File: src/sv/ffha_pkg.sv
// ----------------------------------------------------------------------------
// ffha_pkg
// Shared constants, codes and controller/datapath interface types for the
// first-fit heap allocator.
// ----------------------------------------------------------------------------
package ffha_pkg;

  localparam int HEAP_BYTES   = 4096;
  localparam int HEADER_BYTES = 16;
  localparam int USE_BITS     = 8;

  // pointer holds 0..HEAP_BYTES inclusive, index addresses the header memory
  localparam int PTR_W  = $clog2(HEAP_BYTES + 1);
  localparam int IDX_W  = $clog2(HEAP_BYTES);
  localparam int CMP_W  = ((PTR_W > 14) ? PTR_W : 14) + 2;
  localparam int WORD_W = PTR_W + USE_BITS;

  localparam int OP_W   = 2;
  localparam int SIZE_W = 13;
  localparam int PA_W   = 12;
  localparam int ST_W   = 2;
  localparam int RA_W   = 12;

  localparam logic [OP_W-1:0] OP_ALLOC = 2'd0;
  localparam logic [OP_W-1:0] OP_FREE  = 2'd1;
  localparam logic [OP_W-1:0] OP_SHARE = 2'd2;

  localparam logic [ST_W-1:0] ST_DONE    = 2'd0;
  localparam logic [ST_W-1:0] ST_FAIL    = 2'd1;
  localparam logic [ST_W-1:0] ST_IGNORED = 2'd2;

  localparam logic [CMP_W-1:0]    HEAP_C = CMP_W'(HEAP_BYTES);
  localparam logic [CMP_W-1:0]    HDR_C  = CMP_W'(HEADER_BYTES);
  localparam logic [CMP_W-1:0]    HDR2_C = CMP_W'(2 * HEADER_BYTES);
  localparam logic [USE_BITS-1:0] USE_MAX = '1;

  typedef logic [2:0] asel_t;
  localparam asel_t A_HOLD  = 3'd0;
  localparam asel_t A_ZERO  = 3'd1;
  localparam asel_t A_HDR   = 3'd2;
  localparam asel_t A_RDEND = 3'd3;
  localparam asel_t A_EREG  = 3'd4;

  typedef logic [1:0] rdsel_t;
  localparam rdsel_t RD_ZERO  = 2'd0;
  localparam rdsel_t RD_HDR   = 2'd1;
  localparam rdsel_t RD_RDEND = 2'd2;
  localparam rdsel_t RD_EREG  = 2'd3;

  typedef logic [2:0] wrsel_t;
  localparam wrsel_t WR_NONE  = 3'd0;
  localparam wrsel_t WR_A_E0  = 3'd1;
  localparam wrsel_t WR_A_E1  = 3'd2;
  localparam wrsel_t WR_A_T1  = 3'd3;
  localparam wrsel_t WR_T_E0  = 3'd4;
  localparam wrsel_t WR_A_INC = 3'd5;
  localparam wrsel_t WR_A_DEC = 3'd6;

  typedef struct packed {
    logic            ld_req;
    asel_t           a_sel;
    logic            e_ld;
    rdsel_t          rd_sel;
    wrsel_t          wr_sel;
    logic            set_res;
    logic [ST_W-1:0] res_status;
    logic            res_addr_en;
    logic            ld_out;
  } cmd_t;

  typedef struct packed {
    logic [OP_W-1:0] op;
    logic            bad_size;
    logic            bad_pa;
    logic            rd_bad;
    logic            rd_used;
    logic            rd_end_ge_heap;
    logic            m_ok;
    logic            e_ge_heap;
    logic            fits;
    logic            split;
    logic            use_max;
    logic            use_one;
    logic            out_free;
  } stat_t;

endpackage

File: src/sv/ffha_ctrl.sv
// ----------------------------------------------------------------------------
// ffha_ctrl
// Sequencer for the allocator: decodes a word, walks and merges the cell
// chain one header per cycle, and issues header writes and the result.
// ----------------------------------------------------------------------------
module ffha_ctrl import ffha_pkg::*; (
  input  logic  clk,
  input  logic  rst_n,
  input  logic  in_valid,
  output logic  in_stall,
  input  stat_t stat,
  output cmd_t  cmd
);

  localparam logic [3:0] S_IDLE   = 4'd0;
  localparam logic [3:0] S_DEC    = 4'd1;
  localparam logic [3:0] S_ACHK   = 4'd2;
  localparam logic [3:0] S_MCHK   = 4'd3;
  localparam logic [3:0] S_FIT    = 4'd4;
  localparam logic [3:0] S_SPLIT  = 4'd5;
  localparam logic [3:0] S_UCHK   = 4'd6;
  localparam logic [3:0] S_FREEWR = 4'd7;
  localparam logic [3:0] S_OUT    = 4'd8;

  logic [3:0] state_r, state_nxt;
  logic [3:0] after_merge;

  assign in_stall    = (state_r != S_IDLE);
  assign after_merge = (stat.op == OP_ALLOC) ? S_FIT : S_FREEWR;

  always_comb begin
    state_nxt = state_r;
    cmd       = '0;
    case (state_r)
      S_IDLE: begin
        if (in_valid) begin
          cmd.ld_req = 1'b1;
          state_nxt  = S_DEC;
        end
      end
      S_DEC: begin
        if (stat.op == OP_ALLOC) begin
          if (stat.bad_size) begin
            cmd.set_res    = 1'b1;
            cmd.res_status = ST_FAIL;
            state_nxt      = S_OUT;
          end else begin
            cmd.a_sel  = A_ZERO;
            cmd.rd_sel = RD_ZERO;
            state_nxt  = S_ACHK;
          end
        end else if (stat.op == OP_FREE || stat.op == OP_SHARE) begin
          if (stat.bad_pa) begin
            cmd.set_res    = 1'b1;
            cmd.res_status = ST_IGNORED;
            state_nxt      = S_OUT;
          end else begin
            cmd.a_sel  = A_HDR;
            cmd.rd_sel = RD_HDR;
            state_nxt  = S_UCHK;
          end
        end else begin
          cmd.set_res    = 1'b1;
          cmd.res_status = ST_DONE;
          state_nxt      = S_OUT;
        end
      end
      S_ACHK: begin
        if (stat.rd_bad) begin
          cmd.set_res    = 1'b1;
          cmd.res_status = ST_FAIL;
          state_nxt      = S_OUT;
        end else if (stat.rd_used) begin
          cmd.a_sel = A_RDEND;
          if (stat.rd_end_ge_heap) begin
            cmd.set_res    = 1'b1;
            cmd.res_status = ST_FAIL;
            state_nxt      = S_OUT;
          end else begin
            cmd.rd_sel = RD_RDEND;
          end
        end else begin
          cmd.e_ld = 1'b1;
          if (stat.rd_end_ge_heap) begin
            state_nxt = S_FIT;
          end else begin
            cmd.rd_sel = RD_RDEND;
            state_nxt  = S_MCHK;
          end
        end
      end
      S_MCHK: begin
        if (stat.m_ok) begin
          cmd.e_ld = 1'b1;
          if (stat.rd_end_ge_heap) begin
            state_nxt = after_merge;
          end else begin
            cmd.rd_sel = RD_RDEND;
          end
        end else begin
          state_nxt = after_merge;
        end
      end
      S_FIT: begin
        if (stat.fits) begin
          if (stat.split) begin
            cmd.wr_sel = WR_A_T1;
            state_nxt  = S_SPLIT;
          end else begin
            cmd.wr_sel      = WR_A_E1;
            cmd.set_res     = 1'b1;
            cmd.res_status  = ST_DONE;
            cmd.res_addr_en = 1'b1;
            state_nxt       = S_OUT;
          end
        end else begin
          cmd.wr_sel = WR_A_E0;
          cmd.a_sel  = A_EREG;
          if (stat.e_ge_heap) begin
            cmd.set_res    = 1'b1;
            cmd.res_status = ST_FAIL;
            state_nxt      = S_OUT;
          end else begin
            cmd.rd_sel = RD_EREG;
            state_nxt  = S_ACHK;
          end
        end
      end
      S_SPLIT: begin
        cmd.wr_sel      = WR_T_E0;
        cmd.set_res     = 1'b1;
        cmd.res_status  = ST_DONE;
        cmd.res_addr_en = 1'b1;
        state_nxt       = S_OUT;
      end
      S_UCHK: begin
        cmd.set_res    = 1'b1;
        cmd.res_status = ST_DONE;
        state_nxt      = S_OUT;
        if (stat.op == OP_SHARE) begin
          if (!stat.use_max) cmd.wr_sel = WR_A_INC;
        end else if (stat.rd_used) begin
          cmd.wr_sel = WR_A_DEC;
          if (stat.use_one) begin
            cmd.set_res = 1'b0;
            cmd.e_ld    = 1'b1;
            if (stat.rd_end_ge_heap) begin
              state_nxt = S_FREEWR;
            end else begin
              cmd.rd_sel = RD_RDEND;
              state_nxt  = S_MCHK;
            end
          end
        end
      end
      S_FREEWR: begin
        cmd.wr_sel     = WR_A_E0;
        cmd.set_res    = 1'b1;
        cmd.res_status = ST_DONE;
        state_nxt      = S_OUT;
      end
      S_OUT: begin
        if (stat.out_free) begin
          cmd.ld_out = 1'b1;
          state_nxt  = S_IDLE;
        end
      end
      default: begin
        state_nxt = S_IDLE;
      end
    endcase
  end

  always_ff @(posedge clk) begin
    if (!rst_n) begin
      state_r <= S_IDLE;
    end else begin
      state_r <= state_nxt;
    end
  end

endmodule

File: config.mk
export PLATFORM = sky130hd
export DESIGN_NAME = ffha_ctrl
export DESIGN_NICKNAME = d
export VERILOG_FILES = /design/src/sv/ffha_pkg.sv /design/src/sv/ffha_ctrl.sv
export SDC_FILE = /design/constraint.sdc
export NUM_CORES = 1
export LEC_CHECK = 0
export BUFFER_PORTS_ARGS = -buffer_cell sky130_fd_sc_hd__buf_2
export CAP_MARGIN = 20
export CORE_MARGIN = 10
export CORE_UTILIZATION = 25
export CTS_BUF_LIST = sky130_fd_sc_hd__clkbuf_2 sky130_fd_sc_hd__clkbuf_4 sky130_fd_sc_hd__clkbuf_8
export CTS_CLUSTER_SIZE = 16
export DETAILED_ROUTE_END_ITERATION = 10
export MAX_ROUTING_LAYER = met4
export PLACE_DENSITY_LB_ADDON = 0.08
export SLEW_MARGIN = 10
export SYNTH_ARGS = -nofsm -noshare
export SYNTH_HDL_FRONTEND = slang
export SYNTH_SLANG_ARGS = --single-unit
export TNS_END_PERCENT = 100
File: constraint.sdc
create_clock -name clk -period 2.9 [get_ports clk]
set_clock_uncertainty 0.1 [all_clocks]
set_input_delay 0.725 -clock clk [delete_from_list [all_inputs] [get_ports clk]]
set_output_delay 0.725 -clock clk [all_outputs]
set_load 0.05 [all_outputs]
-- After elaboration in Yosys (flattened, before gate mapping)
Index checks and enable logic that the tools add are counted.
- output and inout bits: 16
- flip-flop bits (word level): 4
- logic and storage cells: 86
- multiplexer cells: 65
- eq/ne operators: 14
- reductions and logical operators: 6
- operator list (kind ; number):
    2-to-1 mux 4 bit ; 18
    2-to-1 mux 3 bit ; 17
    one-hot mux 4 bit (8 select lines) ; 1
    equality test 4 x 3 -> 1 bit, second input constant ; 4
    one-hot mux 3 bit (5 select lines) ; 1
    2-to-1 mux 2 bit ; 7
    2-to-1 mux 1 bit ; 13
    one-hot mux 3 bit (4 select lines) ; 1
    one-hot mux 2 bit (5 select lines) ; 1
    one-hot mux 3 bit (3 select lines) ; 1
    equality test 4 x 2 -> 1 bit, second input constant ; 2
    2-to-1 mux 7 bit ; 1
    2-to-1 mux 6 bit ; 1
    2-to-1 mux 5 bit ; 1
    equality test 4 x 1 -> 1 bit, second input constant ; 1
    equality test 4 bit, second input constant ; 1
    zero test 4 bit ; 1
    != test 2 bit, second input constant ; 2
    != test 4 bit, second input constant ; 1
    AND reduction 4 bit ; 1
    nonzero test 4 bit ; 1
    != test 3 bit, second input constant ; 1
    one-hot mux 1 bit (3 select lines) ; 1
    equality test 2 x 1 -> 1 bit, second input constant ; 1
    other kinds (5) ; 5

-- Depth between registers and ports, before layout
- depth in word-level cells: 5
- gate-level depth with buffers: 6

-- Worst setup path after synthesis
OpenSTA, ideal clock, no wires.
- path type: input port to output port
- start point: input port stat[12] in the netlist's numbering
- end point: output port cmd[9] in the netlist's numbering
- buffers on the path: 0
- setup slack: -0.527 ns
- arrival time: 2.602 ns
- cell stages on the path: 6
- path through: inv_1 ha_1 and4bb_2 and3_1 a221oi_1 o21ai_0
- RTL lines (element ; line ; RTL):
    start: declaration ; ffha_ctrl.sv:11 ; input stat_t stat,
    end: declaration ; ffha_ctrl.sv:12 ; output cmd_t cmd

==> metrics.txt <==
hold path depth 2; worst rel slew slack 63.41%; critical path startpoint category input port; Clock power frac 20.1%; initial core utilization 26.18%; Comb pwr share 57.7%; Crit Path Category input port to primary output; most common cell in the netlist inv_1; final hold violation count 0; critical path endpoint category primary output; share of cells above drive strength 1 about half; cell area after synthesis 721.9 sq um; post-synth cell types between 40 and 50; Pre-antenna DRT Iters 6; Total Wirelength 2626 microns; CTS Sinks 4; Final Net Count 163; CTS H-tree lvls 1; biggest area consumer among synthesized cells dfxtp_1; failing checks setup timing; Worst-Margin Slew 548.0 ps; syn nets 120; Primary FF master, synth dfxtp_1; vias in the first global route 933; via count 910; Core Area between 0.002 and 0.003 sq mm; TritonCTS clock tree yes; pwr dens approximately 300 mW/mm^2; biggest regs state_r: 4 flops; CTS Buf Count 3; commonest cells in the netlist inv_1 (10), nand2_1 (9), nor2_1 (7); dpl hpwl 2139 microns; number of inserted diodes 0; Buffers & Inverters on Critical Path 3; worst slack, placed -258.3 ps; clk buf depth 2; row count 19; Avg WL per Cell 15.36 microns; final worst path period need 2997 ps; dpl cells 168; worst ir drop on vdd 199.7 uV; CTS root buf clkbuf_4; Max stage delay on crit path 470 ps; Avg Vias per Cell 5.322; post-CTS repair timing setup buffer count 0; Remaining Overflow, GRT 0; Non-Filler Instances 171; Yosys Warn Count 0; status finished with violations; crit path DAT 2170 ps; worst-path fanout max 3; Skew-Pair Late Insertion Delay 230 ps; Tcrit/Tclk final 103.4%; Yosys top cell area share 11.09%; fmax 333.6 MHz; setup ws final -97.44 ps; initial antenna violation count 0; CP delay by family, top simple AND/OR/NAND/NOR gates; synthesized area per cell 7.292 sq um; DRC 0; max reg flops 4; Post-synth ARST share 0%; I/O Pins 33; hold crit path type register to register; FILL cells 296; Pwr Total 0.0003358 W; P_sw about 0.00015 W; Levels on crit path 7; gpl congestion 0.8526; largest register by flop count state_r; Final setup viols 3; crit path cell chain buf_6 > inv_4 > ha_4 > or3b_4 > or4_4 > nand2_2 > buf_8; Worst Path Required 2080 ps; max-slew violation count 0; Post-Syn Instances 99; P_leak 0.5059 nW; first-pass GRT wire length about 4400 microns; Routed Antenna Nets 0; Synth Register Bits 4; Max-cap violations 0; RSZ-0062 raised after global routing true; All-Layer GR Usage roughly 10%; reg2reg path depth 5; critical path's slowest cell or4_4; die width 73.74 microns; sequential element share of the synthesized area ~11%; Vert. Die Dim 73.74 microns; Reg clk slew, reported paths 30 ps; switching part of the total 45.52%; Die ar. 0.005437 sq mm; DRT iter0 DRCs 29; # port buffers 32; number of synthesized flops with an enable pin 0; pin count of the biggest net entering global routing 16; Sequential Power Share 22.2%; synthesis-to-finish area growth 56.15%; Internal Power 0.0001829 W; main area contributors after synthesis dfxtp_1 (11%), ha_1 (6.9%), inv_1 (5.2%), nand2_1 (4.7%), a21oi_1 (4.2%)
cell usage in the layout, fill, tap and decap left out, types with 4 or more instances in the layout:
cell,synthesis,routed
buf_2,3,25
buf_4,1,13
nand2_1,9,7
nor3_1,5,4
a21oi_1,6,6
nor2_1,7,6
dfxtp_1,4,4
inv_1,10,8
per-layer routing:
layer / wire length, microns / vias up / GRT usage (%) / part of all wire [%]
met2: 1316 / 18 / 16.57 / 50
met5: 0 / - / - / 0
met4: 14 / 0 / 2.484 / 0.53
met1: 1164 / 430 / 12.13 / 44
li1: - / 460 / - / -
met3: 131 / 2 / 1.884 / 5.0
per-stage QoR:
stage	TNS [ps]	hold slack (ps)	cell area, sq um	utilization, %
6_report	-284.3	499.1	1127	40.88
5_1_grt	-409.8	519.4	1127	40.88
4_1_cts	-533.3	499.8	1085	39.34
3_5_place_dp	-874.8	495.3	997.2	36.16
3_3_place_gp	-815.1	496.3	997.2	36.16
2_1_floorplan	-293.1	545.9	738.2	-
cells by family (layout without fill, tap and decap cells):
| logic type | Yosys count | in the layout | synth area share [%] |
|---|---|---|---|
| adder cells (fa/ha/maj) | 4 | 4 | 6.933 |
| buffers and inverters | 16 | 57 | 9.359 |
| AO/OA/AOI/OAI | 30 | 30 | 30.85 |
| AND/OR/NAND/NOR | 45 | 45 | 41.77 |
| flip-flops | 4 | 4 | 11.09 |
worst paths after layout:
| path | from | endpoint | slack [ps] |
|---|---|---|---|
| setup / recovery | stat[12] | cmd[12] | -100 |
| hold / removal | state_r[1] | state_r[1] | 500 |
| setup reg to reg | state_r[0] | state_r[1] | 920 |
| hold reg to reg | state_r[1] | state_r[1] | 500 |
power by group through the flow:
stage	Clock (W)	Sequential, W	Combinational, W
after floorplan	0	0.0000643	0.000131
after global routing	0.0000728	0.0000764	0.000210
after global placement	0	0.0000746	0.000180
after detailed placement	0	0.0000747	0.000180
final	0.0000674	0.0000746	0.000194
after CTS	0.0000713	0.0000738	0.000193
worst reg2reg max path, stage by stage, from the launching register on:
cell	delay [ps]
dfxtp_1	650
and4bb_2	320
buf_4	140
a32oi_1	220
nor4b_1	310
o22ai_1	120
final cells by class:
type                    count  area (sq um)  share of cell area (%)
multi-input cells          79         641.9                   56.94
repair buffers             44         301.5                   26.75
well taps                  31         38.79                   3.441
flip-flops and latches      4         80.08                   7.103
inverters                  10         42.54                   3.774
clock buffers               3         22.52                   1.998
repair_timing:
item / 4_1_cts / 5_1_grt
pin swaps: 2 / 5
hold buffers: 0 / 0
resized for setup: 18 / 11
setup endpoints to repair: 5 / 5
Power figures use the tool's default switching activity.
